### config.mk
export PLATFORM = sky130hd
export DESIGN_NAME = pulse_rate_power_meter_top
export DESIGN_NICKNAME = d
export VERILOG_FILES = /design/src/rtl/prpm_pkg.sv /design/src/rtl/prpm_front.sv /design/src/rtl/prpm_queue.sv /design/src/rtl/prpm_back.sv /design/src/rtl/pulse_rate_power_meter_top.sv
export SDC_FILE = /design/constraint.sdc
export NUM_CORES = 1
export LEC_CHECK = 0
export ABC_AREA = 1
export CAP_MARGIN = 20
export CORE_ASPECT_RATIO = 1.1
export CORE_MARGIN = 2
export CORE_UTILIZATION = 43
export DETAILED_ROUTE_END_ITERATION = 6
export DONT_BUFFER_PORTS = 1
export PLACE_DENSITY = 0.64
export SLEW_MARGIN = 20
export SYNTH_ARGS = -nofsm -noshare
export SYNTH_HDL_FRONTEND = slang
export SYNTH_SLANG_ARGS = --single-unit
### constraint.sdc
create_clock -name clk -period 12.7 [get_ports clk]
set_input_delay 1.27 -clock clk [delete_from_list [all_inputs] [get_ports clk]]
set_output_delay 1.27 -clock clk [all_outputs]
set_load 0.02 [all_outputs]
### src/rtl/prpm_pkg.sv
// Shared types, constants and register codes of the pulse-rate power meter.
`timescale 1ns / 1ps

package prpm_pkg;

	// Default widths for the top-level parameters
	localparam int TIME_BITS_DEF   = 32;
	localparam int SAMPLE_BITS_DEF = 10;

	// Fixed field widths
	localparam int THRESH_BITS = 10;
	localparam int MS_BITS     = 16;
	localparam int COUNT_BITS  = 8;
	localparam int POWER_BITS  = 26;
	localparam int CMP_BITS    = 16;
	localparam int WIDE_BITS   = 64;
	localparam int PROD_BITS   = POWER_BITS + COUNT_BITS;
	localparam int CFG_BITS    = POWER_BITS;
	localparam int INDEX_BITS  = 3;

	// Divider sequencing
	localparam int DIV_STEPS    = POWER_BITS;
	localparam int STEP_BITS    = $clog2(DIV_STEPS);

	// Queue between front and back
	localparam int QUEUE_DEPTH = 2;
	localparam int QPTR_BITS   = $clog2(QUEUE_DEPTH);
	localparam int QCNT_BITS   = $clog2(QUEUE_DEPTH + 1);

	localparam logic [POWER_BITS-1:0] POWER_MAX = {POWER_BITS{1'b1}};

	// Register indexes on the configuration port
	typedef enum logic [INDEX_BITS-1:0] {
		CFG_THRESHOLD = 3'd0,
		CFG_COOLDOWN  = 3'd1,
		CFG_PER_REPORT = 3'd2,
		CFG_HOLD      = 3'd3,
		CFG_SCALE     = 3'd4
	} cfg_index_t;

	// Reset values of the registers
	localparam logic [THRESH_BITS-1:0] THRESHOLD_RST  = 10'd10;
	localparam logic [MS_BITS-1:0]     COOLDOWN_RST   = 16'd20;
	localparam logic [COUNT_BITS-1:0]  PER_REPORT_RST = 8'd5;
	localparam logic [MS_BITS-1:0]     HOLD_RST       = 16'd100;
	localparam logic [POWER_BITS-1:0]  SCALE_RST      = 26'd3600000;
	localparam logic [COUNT_BITS-1:0]  MIN_TARGET     = 8'd2;

	typedef struct packed {
		logic [THRESH_BITS-1:0] threshold;
		logic [MS_BITS-1:0]     cooldown;
		logic [COUNT_BITS-1:0]  per_report;
		logic [MS_BITS-1:0]     hold;
		logic [POWER_BITS-1:0]  scale;
	} cfg_t;

	// One classified word handed from front to back
	typedef struct packed {
		logic                   seen;
		logic                   report;
		logic                   indicator;
		logic                   skip;
		logic [POWER_BITS-1:0]  divisor;
		logic [COUNT_BITS-1:0]  mult;
	} job_t;

endpackage

### src/rtl/prpm_front.sv
// Front part: pulse detection, indicator and window bookkeeping per sample.
`timescale 1ns / 1ps

module prpm_front import prpm_pkg::*; #(
	parameter int TIME_BITS   = TIME_BITS_DEF,
	parameter int SAMPLE_BITS = SAMPLE_BITS_DEF
) (
	input  logic                   clk,
	input  logic                   arst_n,
	input  cfg_t                   cfg,
	input  logic                   in_valid,
	output logic                   in_stall,
	input  logic [TIME_BITS-1:0]   now_ms,
	input  logic [SAMPLE_BITS-1:0] light_sample,
	input  logic                   q_full,
	output logic                   q_push,
	output job_t                   q_job
);

	logic [COUNT_BITS-1:0] count_q;
	logic                  started_q;
	logic [TIME_BITS-1:0]  start_time_q;
	logic [TIME_BITS-1:0]  last_time_q;
	logic                  indicator_q;

	logic [TIME_BITS-1:0]  since;
	logic [TIME_BITS-1:0]  elapsed;
	logic [WIDE_BITS-1:0]  elapsed_wide;
	logic [COUNT_BITS-1:0] target;
	logic [COUNT_BITS-1:0] count_next;
	logic                  pulse;
	logic                  report;
	logic                  indicator_next;

	assign in_stall = q_full;
	assign q_push   = in_valid && !q_full;

	// Classify the sample against the current window state
	always_comb begin
		since        = now_ms - last_time_q;
		elapsed      = now_ms - start_time_q;
		elapsed_wide = WIDE_BITS'(elapsed);
		target       = (cfg.per_report < MIN_TARGET) ? MIN_TARGET : cfg.per_report;
		count_next   = count_q + COUNT_BITS'(1);
		pulse        = (since > TIME_BITS'(cfg.cooldown)) &&
		               (CMP_BITS'(light_sample) > CMP_BITS'(cfg.threshold));
		report       = pulse && (count_next >= target);
		if (pulse) begin
			indicator_next = 1'b1;
		end else if (since > TIME_BITS'(cfg.hold)) begin
			indicator_next = 1'b0;
		end else begin
			indicator_next = indicator_q;
		end
		q_job.seen      = pulse;
		q_job.report    = report;
		q_job.indicator = indicator_next;
		// a zero interval or one wider than the dividend gives zero power
		q_job.skip      = (elapsed == '0) || (|elapsed_wide[WIDE_BITS-1:POWER_BITS]);
		q_job.divisor   = elapsed_wide[POWER_BITS-1:0];
		q_job.mult      = target - COUNT_BITS'(1);
	end

	// Advance the window state on each accepted word
	always_ff @(posedge clk or negedge arst_n) begin
		if (!arst_n) begin
			count_q      <= '0;
			started_q    <= 1'b0;
			start_time_q <= '0;
			last_time_q  <= '0;
			indicator_q  <= 1'b0;
		end else if (q_push) begin
			indicator_q <= indicator_next;
			if (pulse) begin
				last_time_q <= now_ms;
				if (report) begin
					count_q      <= '0;
					started_q    <= 1'b0;
					start_time_q <= '0;
				end else begin
					count_q <= count_next;
					if (!started_q) begin
						started_q    <= 1'b1;
						start_time_q <= now_ms;
					end
				end
			end
		end
	end

endmodule

### src/rtl/prpm_queue.sv
// Short queue of classified words between front and back.
`timescale 1ns / 1ps

module prpm_queue import prpm_pkg::*; (
	input  logic clk,
	input  logic arst_n,
	input  logic push,
	input  job_t push_job,
	output logic full,
	input  logic pop,
	output logic not_empty,
	output job_t pop_job
);

	job_t                 mem_q [QUEUE_DEPTH];
	logic [QPTR_BITS-1:0] wr_ptr_q;
	logic [QPTR_BITS-1:0] rd_ptr_q;
	logic [QCNT_BITS-1:0] cnt_q;

	assign full      = (cnt_q == QCNT_BITS'(QUEUE_DEPTH));
	assign not_empty = (cnt_q != '0);
	assign pop_job   = mem_q[rd_ptr_q];

	// Store entries
	always_ff @(posedge clk) begin
		if (push) begin
			mem_q[wr_ptr_q] <= push_job;
		end
	end

	// Move pointers and fill count
	always_ff @(posedge clk or negedge arst_n) begin
		if (!arst_n) begin
			wr_ptr_q <= '0;
			rd_ptr_q <= '0;
			cnt_q    <= '0;
		end else begin
			if (push) begin
				wr_ptr_q <= (wr_ptr_q == QPTR_BITS'(QUEUE_DEPTH - 1)) ? '0
				            : wr_ptr_q + QPTR_BITS'(1);
			end
			if (pop) begin
				rd_ptr_q <= (rd_ptr_q == QPTR_BITS'(QUEUE_DEPTH - 1)) ? '0
				            : rd_ptr_q + QPTR_BITS'(1);
			end
			unique case ({push, pop})
				2'b10:   cnt_q <= cnt_q + QCNT_BITS'(1);
				2'b01:   cnt_q <= cnt_q - QCNT_BITS'(1);
				default: cnt_q <= cnt_q;
			endcase
		end
	end

endmodule

### src/rtl/prpm_back.sv
// Back part: iterative power division, multiply, saturation and output register.
`timescale 1ns / 1ps

module prpm_back import prpm_pkg::*; (
	input  logic                  clk,
	input  logic                  arst_n,
	input  logic [POWER_BITS-1:0] scale,
	input  logic                  q_valid,
	input  job_t                  q_job,
	output logic                  q_pop,
	output logic                  out_valid,
	input  logic                  out_stall,
	output logic                  pulse_seen,
	output logic                  power_valid,
	output logic [POWER_BITS-1:0] power_value,
	output logic                  indicator_on
);

	typedef enum logic [1:0] {
		ST_IDLE,
		ST_DIV,
		ST_MUL,
		ST_EMIT
	} state_t;

	state_t                state_q;
	job_t                  job_q;
	logic [POWER_BITS-1:0] rem_q;
	logic [POWER_BITS-1:0] quo_q;
	logic [STEP_BITS-1:0]  step_q;
	logic [PROD_BITS-1:0]  prod_q;
	logic                  out_valid_q;
	logic                  seen_q;
	logic                  pvalid_q;
	logic [POWER_BITS-1:0] power_q;
	logic                  ind_q;

	logic [POWER_BITS:0]   shifted;
	logic                  fits;
	logic                  out_free;

	assign q_pop        = (state_q == ST_IDLE) && q_valid;
	assign out_free     = !out_valid_q || !out_stall;
	assign out_valid    = out_valid_q;
	assign pulse_seen   = seen_q;
	assign power_valid  = pvalid_q;
	assign power_value  = power_q;
	assign indicator_on = ind_q;

	// One restoring step: shift in the next dividend bit and try to subtract
	always_comb begin
		shifted = {rem_q, quo_q[POWER_BITS-1]};
		fits    = shifted >= {1'b0, job_q.divisor};
	end

	always_ff @(posedge clk or negedge arst_n) begin
		if (!arst_n) begin
			state_q     <= ST_IDLE;
			out_valid_q <= 1'b0;
			job_q       <= '0;
			rem_q       <= '0;
			quo_q       <= '0;
			step_q      <= '0;
			prod_q      <= '0;
			seen_q      <= 1'b0;
			pvalid_q    <= 1'b0;
			power_q     <= '0;
			ind_q       <= 1'b0;
		end else begin
			// drop the result once it is taken
			if (out_valid_q && !out_stall) begin
				out_valid_q <= 1'b0;
			end
			unique case (state_q)
				ST_IDLE: begin
					if (q_valid) begin
						job_q <= q_job;
						rem_q <= '0;
						quo_q <= scale;
						step_q <= STEP_BITS'(DIV_STEPS - 1);
						prod_q <= '0;
						if (q_job.report && !q_job.skip) begin
							state_q <= ST_DIV;
						end else begin
							state_q <= ST_EMIT;
						end
					end
				end
				ST_DIV: begin
					rem_q <= fits ? POWER_BITS'(shifted - {1'b0, job_q.divisor})
					              : shifted[POWER_BITS-1:0];
					quo_q <= {quo_q[POWER_BITS-2:0], fits};
					step_q <= step_q - STEP_BITS'(1);
					if (step_q == '0) begin
						state_q <= ST_MUL;
					end
				end
				ST_MUL: begin
					prod_q  <= PROD_BITS'(quo_q) * PROD_BITS'(job_q.mult);
					state_q <= ST_EMIT;
				end
				ST_EMIT: begin
					// hold until the output register is free
					if (out_free) begin
						out_valid_q <= 1'b1;
						seen_q      <= job_q.seen;
						pvalid_q    <= job_q.report;
						ind_q       <= job_q.indicator;
						power_q     <= (|prod_q[PROD_BITS-1:POWER_BITS]) ? POWER_MAX
						               : prod_q[POWER_BITS-1:0];
						state_q     <= ST_IDLE;
					end
				end
				default: state_q <= ST_IDLE;
			endcase
		end
	end

endmodule

### src/rtl/pulse_rate_power_meter_top.sv
// Top level of the pulse-rate power meter: registers, front, queue and back.
//
//   channel   direction   handshake            word
//   in        into block  in_valid / in_stall    now_ms, light_sample
//   out       from block  out_valid / out_stall  pulse_seen, power_valid, power_value,
//                                               indicator_on
//   cfg       into block  cfg_we (no wait)       cfg_index, cfg_data
//
// The front takes one sample word per cycle while the two-entry queue has room.
// A word that does not report power, or that gives zero power, goes from idle to emit;
// a reporting word first passes the 26-step shift-subtract divider and the multiply.
// Reset clears the window state, the queue and the output register at once.
// A stalled output holds its word; the back waits in emit, the front fills the queue.
`timescale 1ns / 1ps

module pulse_rate_power_meter_top import prpm_pkg::*; #(
	parameter int TIME_BITS   = TIME_BITS_DEF,
	parameter int SAMPLE_BITS = SAMPLE_BITS_DEF
) (
	input  logic                   clk,
	input  logic                   arst_n,
	input  logic                   cfg_we,
	input  logic [INDEX_BITS-1:0]  cfg_index,
	input  logic [CFG_BITS-1:0]    cfg_data,
	input  logic                   in_valid,
	output logic                   in_stall,
	input  logic [TIME_BITS-1:0]   now_ms,
	input  logic [SAMPLE_BITS-1:0] light_sample,
	output logic                   out_valid,
	input  logic                   out_stall,
	output logic                   pulse_seen,
	output logic                   power_valid,
	output logic [POWER_BITS-1:0]  power_value,
	output logic                   indicator_on
);

	cfg_t cfg_q;
	logic q_full;
	logic q_push;
	job_t push_job;
	logic q_pop;
	logic q_valid;
	job_t pop_job;

	// Write configuration registers
	always_ff @(posedge clk or negedge arst_n) begin
		if (!arst_n) begin
			cfg_q.threshold  <= THRESHOLD_RST;
			cfg_q.cooldown   <= COOLDOWN_RST;
			cfg_q.per_report <= PER_REPORT_RST;
			cfg_q.hold       <= HOLD_RST;
			cfg_q.scale      <= SCALE_RST;
		end else if (cfg_we) begin
			unique case (cfg_index)
				CFG_THRESHOLD:  cfg_q.threshold  <= cfg_data[THRESH_BITS-1:0];
				CFG_COOLDOWN:   cfg_q.cooldown   <= cfg_data[MS_BITS-1:0];
				CFG_PER_REPORT: cfg_q.per_report <= cfg_data[COUNT_BITS-1:0];
				CFG_HOLD:       cfg_q.hold       <= cfg_data[MS_BITS-1:0];
				CFG_SCALE:      cfg_q.scale      <= cfg_data[POWER_BITS-1:0];
				default:        cfg_q            <= cfg_q;
			endcase
		end
	end

	prpm_front #(
		.TIME_BITS   (TIME_BITS),
		.SAMPLE_BITS (SAMPLE_BITS)
	) u_front (
		.clk          (clk),
		.arst_n       (arst_n),
		.cfg          (cfg_q),
		.in_valid     (in_valid),
		.in_stall     (in_stall),
		.now_ms       (now_ms),
		.light_sample (light_sample),
		.q_full       (q_full),
		.q_push       (q_push),
		.q_job        (push_job)
	);

	prpm_queue u_queue (
		.clk       (clk),
		.arst_n    (arst_n),
		.push      (q_push),
		.push_job  (push_job),
		.full      (q_full),
		.pop       (q_pop),
		.not_empty (q_valid),
		.pop_job   (pop_job)
	);

	prpm_back u_back (
		.clk          (clk),
		.arst_n       (arst_n),
		.scale        (cfg_q.scale),
		.q_valid      (q_valid),
		.q_job        (pop_job),
		.q_pop        (q_pop),
		.out_valid    (out_valid),
		.out_stall    (out_stall),
		.pulse_seen   (pulse_seen),
		.power_valid  (power_valid),
		.power_value  (power_value),
		.indicator_on (indicator_on)
	);

endmodule

Word level (Yosys, flattened, before mapping)
Memories as Yosys holds them, arrays and structs flattened.
Index checks and enable logic that the tools add are counted.
- bits in registers: 314
- RAM bits: 76
- input bits: 76
- output and inout bits: 31
- logic and storage cells: 124
- memories kept: 1
- memories (name ; words ; bits a word ; rd ports ; clocked after Yosys merged registers in ; wr ports ; RTL line ; RTL):
    u_queue.mem_q ; 2 ; 38 ; 1 ; 0 ; 1 ; prpm_queue.sv:15 ; job_t mem_q [QUEUE_DEPTH];
- add/subtract/negate cells: 10
- multipliers: 1
- $lt $le $gt $ge: 6
- equality and inequality tests: 14
- mux-type cells: 30
- reduce and logical (&&, ||, !) cells: 34
- operators by type and width (cell ; count):
    two-way mux 26 bit ; 4
    case mux 26 bit (2 select lines) ; 2
    case mux 34 bit (2 select lines) ; 1
    > comparator 32 x 16 -> 1 bit ; 2
    two-way mux 32 bit ; 2
    subtractor 32 bit ; 2
    multiplier 26 x 8 -> 34 bit ; 1
    two-way mux 34 bit ; 1
    zero test 32 bit ; 1
    greater-or-equal comparator 27 x 26 -> 1 bit ; 1
    subtractor 26 bit ; 1
    AND reduction 2 bit ; 10
    two-way mux 8 bit ; 2
    > comparator 10 bit ; 1
    two-way mux 1 bit ; 10
    case mux 5 bit (2 select lines) ; 1
    adder 8 x 1 -> 8 bit, second input constant ; 1
    equality test 2 bit, second input constant ; 4
    greater-or-equal comparator 8 bit ; 1
    less-than comparator 8 x 2 -> 1 bit, second input constant ; 1
    two-way mux 2 bit ; 4
    case mux 2 bit (4 select lines) ; 1
    nonzero test 2 bit ; 4
    OR reduction 8 bit ; 1
    other kinds (21) ; 36

Depth between registers and ports, before layout
- depth in word-level cells: 6
- depth in mapped cells: 26
- gate-level depth less buffers: 24

By module
From an unflattened synthesis, not the netlist that was laid out.
- cells, all modules: 4370
- area, all modules: 31288.8 um^2
- modules (own cells, without submodules) (module ; instances ; cells each ; area each (um^2) ; seq. area each (um^2)):
    prpm_back ; 1 ; 2329 ; 16116.7 ; 4003.8
    prpm_front ; 1 ; 1480 ; 9054.9 ; 1851.8
    pulse_rate_power_meter_top ; 1 ; 339 ; 3098.0 ; 1926.8
    prpm_queue ; 1 ; 222 ; 3019.1 ; 2382.3

Worst setup path after synthesis
Ideal clock, no wire load.
- kind: flip-flop to flip-flop
- start: reg u_back.job_q[7] (netlist bit)
- end: reg u_back.prod_q[28]
- setup time: 0.118 ns
- data arrival time: 4.883 ns
- data required time: 12.582 ns
- setup slack: 7.699 ns
- cell stages (with the launch flop): 25
- buffers on the path: 2
- period minus slack after synthesis: 5.001 ns
- cells stage by stage: dfrtp_1 clkbuf_1 clkbuf_1 nand2_1 fa_1 fa_1 inv_1 fa_1 inv_1 fa_1 inv_1 ha_1 a21oi_1 o21ai_0 a21oi_1 o21ai_0 nand2_1 nand2_1 a21boi_0 o21ai_0 nand2_1 nand2_1 nand2_1 nand3_1 nand2_1
- cells in the longest elaborated chain, start to end: 2
- RTL lines (what ; RTL line ; RTL):
    from (decl) ; prpm_back.sv:27 ; job_t job_q;
    from (signal assigned) ; prpm_back.sv:77 ; job_q <= q_job;
    multiplier 26 x 8 -> 34 bit ; prpm_back.sv:99 ; prod_q <= PROD_BITS'(quo_q) * PROD_BITS'(job_q.mult);
    case mux 34 bit (2 select lines) ; prpm_back.sv:74 ; unique case (state_q)
    to (signal assigned) ; prpm_back.sv:99 ;
    to (decl) ; prpm_back.sv:31 ; logic [PROD_BITS-1:0] prod_q;
Every way passes these cells.
A chain may end at the register's enable or synchronous reset.

Final worst setup path
- start: reg u_back.job_q[6] (netlist bit)
- end: reg u_back.prod_q[28]
The elaborated chain is that of the path after synthesis.

==> flow_summary.json <==
{
  "track_usage_pct": 21.3,
  "grt_max_degree": 315,
  "post-route-min-period_ns": 5.75,
  "arrival_ns": 6.23,
  "drtAntennaViolNets": 0,
  "chipWidth_um": 253,
  "r2r_end": "u_back.prod_q[28]",
  "r2r_start": "u_back.job_q[6]",
  "final_cell_area_um2": 31500,
  "area_growth_pct": 7.83,
  "worst_slew_pin_slew_ns": 1.03,
  "core_area_um2": 67400,
  "tns_ns": 0,
  "path_cells": "nand2_1 -> fa_1 -> fa_1 -> inv_1 -> fa_1 -> inv_1 -> fa_1 -> inv_1 -> ha_1 -> a21oi_1 -> o21ai_0 -> a21oi_1 -> o21ai_0 -> nand2_1 -> nand2_1 -> a21boi_0 -> o21ai_0 -> nand2_1 -> nand2_1 -> nand2_1 -> nand3_1 -> nand2_1",
  "grt_first_pass_wirelength_mm": 121,
  "avgSynthCellArea_um2": 7.58,
  "synth_seq_cells": 390,
  "reg2reg_slack_ns": 6.95,
  "synth_cells": 3857,
  "setup_viol": 0,
  "cts_buffers": 46,
  "ctsResizeCount": 0,
  "maxSlewViolCount": 0,
  "skew_ns": 0.0141,
  "holdBufCountCts": 0,
  "final_nets": 4217,
  "antenna_found_initial": 1,
  "synth_seq_area_share_pct": 34.7,
  "viasPerCell": 4.95,
  "syn_nets": 4281,
  "ff2ff_path_depth": 22,
  "place_congestion": 0.907,
  "io_buffers": 0,
  "cts_setup_buffers": 0,
  "synth_edf_count": 76,
  "maxSlewHeadroom_pct": 31.4,
  "drc": 0,
  "fin_crit_sh_pct": 45.3,
  "initial_core_util_pct": 43.4,
  "root_buffer": "clkbuf_16",
  "dr.first_iter.drc_count": 1338,
  "fp-row-count": 100,
  "endpoint_kind": "flop",
  "placed_cell_area_um2": 30000,
  "hold_class": "in2async",
  "worst_path_most_repeated_cell": "nand2_1",
  "cts.sink_count": 390,
  "critPathBufInv": 3,
  "rsz0062_at_grt": "no",
  "dieHeight_um": 278,
  "overflow": 0,
  "io_pins": 107,
  "ys_types": 54,
  "yosys_warnings": 0,
  "syn_area_um2": 29300,
  "max_freq_ghz": 0.174,
  "fp.dieArea_um2": 70100,
  "async_reset_ff_share_pct": 80.5,
  "cts_tree": "yes",
  "drive_above_1_share_pct": 3.94,
  "final_hold_viol_count": 0,
  "crit_slowest_cell": "dfrtp_1",
  "num_antenna_cells": 0,
  "clkTransAtPathRegs_ns": 0.06,
  "fill_cells": 6718,
  "wl_mm": 72.3,
  "status": "completed",
  "critPathMaxStageDelay_ns": 0.99,
  "cts_max_level": 2,
  "criticalPathCategory": "reg2reg",
  "cap_violations": 0,
  "worstPathMaxFanout": 27,
  "ys.flop_type": "dfrtp_1",
  "hpwl_mm": 54.9,
  "num_vias": 23300,
  "clock_latency_ns": 0.59,
  "cp-startpoint": "u_back.job_q[6]",
  "start_kind": "flop",
  "clk_path_buf_depth": 3,
  "dr.pass1.iters": 5,
  "critical-path-top-delay-family": "adder cells",
  "cp.required_ns": 13.18,
  "grt_pass1_vias": 23600,
  "routedWlPerCell_um": 15.4
}
-- worst register-to-register path, delay by kind of cell (launching register included) --
family	cells	cell delay (ns)
adder cells (fa/ha/maj)	5	2.47
AO/OA/AOI/OAI	6	1.29
AND/OR/NAND/NOR	8	0.76
buffers and inverters	3	0.15
flip-flops	1	0.99
-- worst max path at each step --
stage                                    to  slack [ns]  cells after the start
after floorplan           u_back.prod_q[28]        7.70                     24
after global placement    u_back.prod_q[28]        7.12                     22
after detailed placement  u_back.prod_q[28]        6.97                     22
after CTS                 u_back.prod_q[28]        6.95                     22
after global routing      u_back.prod_q[28]        6.38                     22
final                     u_back.prod_q[28]        6.95                     22
-- cell usage in the layout (no fill, tap or decap), drive strengths merged, types with 5 or more instances in the layout --
| master | netlist | layout |
|---|---|---|
| nand3b | 7 | 7 |
| dfstp | 20 | 20 |
| o22ai | 14 | 14 |
| o21a | 6 | 6 |
| clkbuf | 103 | 69 |
| mux2 | 9 | 9 |
| xor2 | 51 | 51 |
| fa | 147 | 147 |
| nand3 | 85 | 85 |
| a21oi | 182 | 182 |
| nand2 | 1081 | 1081 |
| a21o | 5 | 5 |
| a21boi | 5 | 5 |
| nor4 | 13 | 13 |
| nand4 | 26 | 26 |
| o21bai | 12 | 12 |
| inv | 781 | 785 |
| a31oi | 89 | 89 |
| ha | 201 | 201 |
| nor3 | 24 | 24 |
| buf | 27 | 18 |
| clkinv | 2 | 8 |
| nor2 | 256 | 256 |
| xnor2 | 28 | 28 |
| o211ai | 10 | 10 |
| or2 | 6 | 6 |
| o31ai | 5 | 5 |
| edfxtp | 76 | 76 |
| o21ai | 269 | 269 |
| dfrtp | 294 | 294 |
-- Yosys cell counts, drive strengths merged, types with 2 or more instances --
master,count,share of area (%)
a21boi,5,0.13
a21o,5,0.13
a21oi,182,3.1
a221oi,3,0.090
a31oi,89,1.9
and2,4,0.086
and3,2,0.043
buf,27,0.49
clkbuf,103,1.3
clkinv,2,0.026
dfrtp,294,25
dfstp,20,1.8
edfxtp,76,7.8
fa,147,10
ha,201,8.6
inv,781,10
mux2,9,0.35
nand2,1081,14
nand3,85,1.5
nand3b,7,0.18
nand4,26,0.56
nor2,256,3.3
nor3,24,0.43
nor3b,2,0.051
nor4,13,0.30
o211ai,10,0.26
o21a,6,0.15
o21ai,269,4.6
o21bai,12,0.31
o221ai,4,0.12
o22ai,14,0.30
o31ai,5,0.13
o41ai,2,0.060
or2,6,0.13
xnor2,28,0.84
xor2,51,1.5
-- through the flow --
stage          instances  worst slack (ns)  util (%)  hold WS [ns]
2_1_floorplan       3857              7.70         -         0.441
3_3_place_gp        4611              7.12      44.5         0.456
3_5_place_dp        4611              6.97      44.5         0.467
4_1_cts             4697              6.95      46.7         0.364
5_1_grt             4698              6.38      46.8         0.389
6_report            4698              6.95      46.8         0.422
-- flip-flops by register name, indices dropped and copies added (netlist names), 2 cells and up --
register and cells:
u_back.rem_q 26, cfg_q 76, u_queue.cnt_q 2, u_front.count_q 8, u_queue.mem_q 76, u_back.power_value 26, u_back.state_q 2, u_front.start_time_q 32
u_back.quo_q 26, u_back.job_q 37, u_front.last_time_q 32, u_back.prod_q 34, u_back.step_q 5
-- cell type report --
type                            instances  area, um^2  share of cell area, %
Timing Repair Buffer                   18         139                  0.440
Clock inverter                         17         195                  0.619
Sequential cell                       390       10200                   32.2
Inverter                              783        2940                   9.32
Multi-Input combinational cell       2554       15700                   49.7
Tap cell                              867        1080                   3.44
Clock buffer                           69        1340                   4.24
-- kinds of logic after synthesis --
group | Yosys count | synth area share [%]
AND/OR/NAND/NOR | 1507 | 20.6
buffers and inverters | 913 | 11.9
AO/OA/AOI/OAI | 611 | 11.5
flip-flops | 390 | 34.7
adder cells (fa/ha/maj) | 348 | 18.7
XOR/XNOR | 79 | 2.37
multiplexers | 9 | 0.346
-- routing by layer --
metal,vias to the layer above,part of all wire (%),track usage [%]
met4,2,4.0,8.51
met5,-,0.011,0
li1,11900,-,-
met3,136,4.6,3.44
met2,423,49,37.2
met1,10800,43,26.0
Power is left out: the tool's default activity adds up to more than one toggle a clock period on the data nets, which glitch-free logic cannot reach.
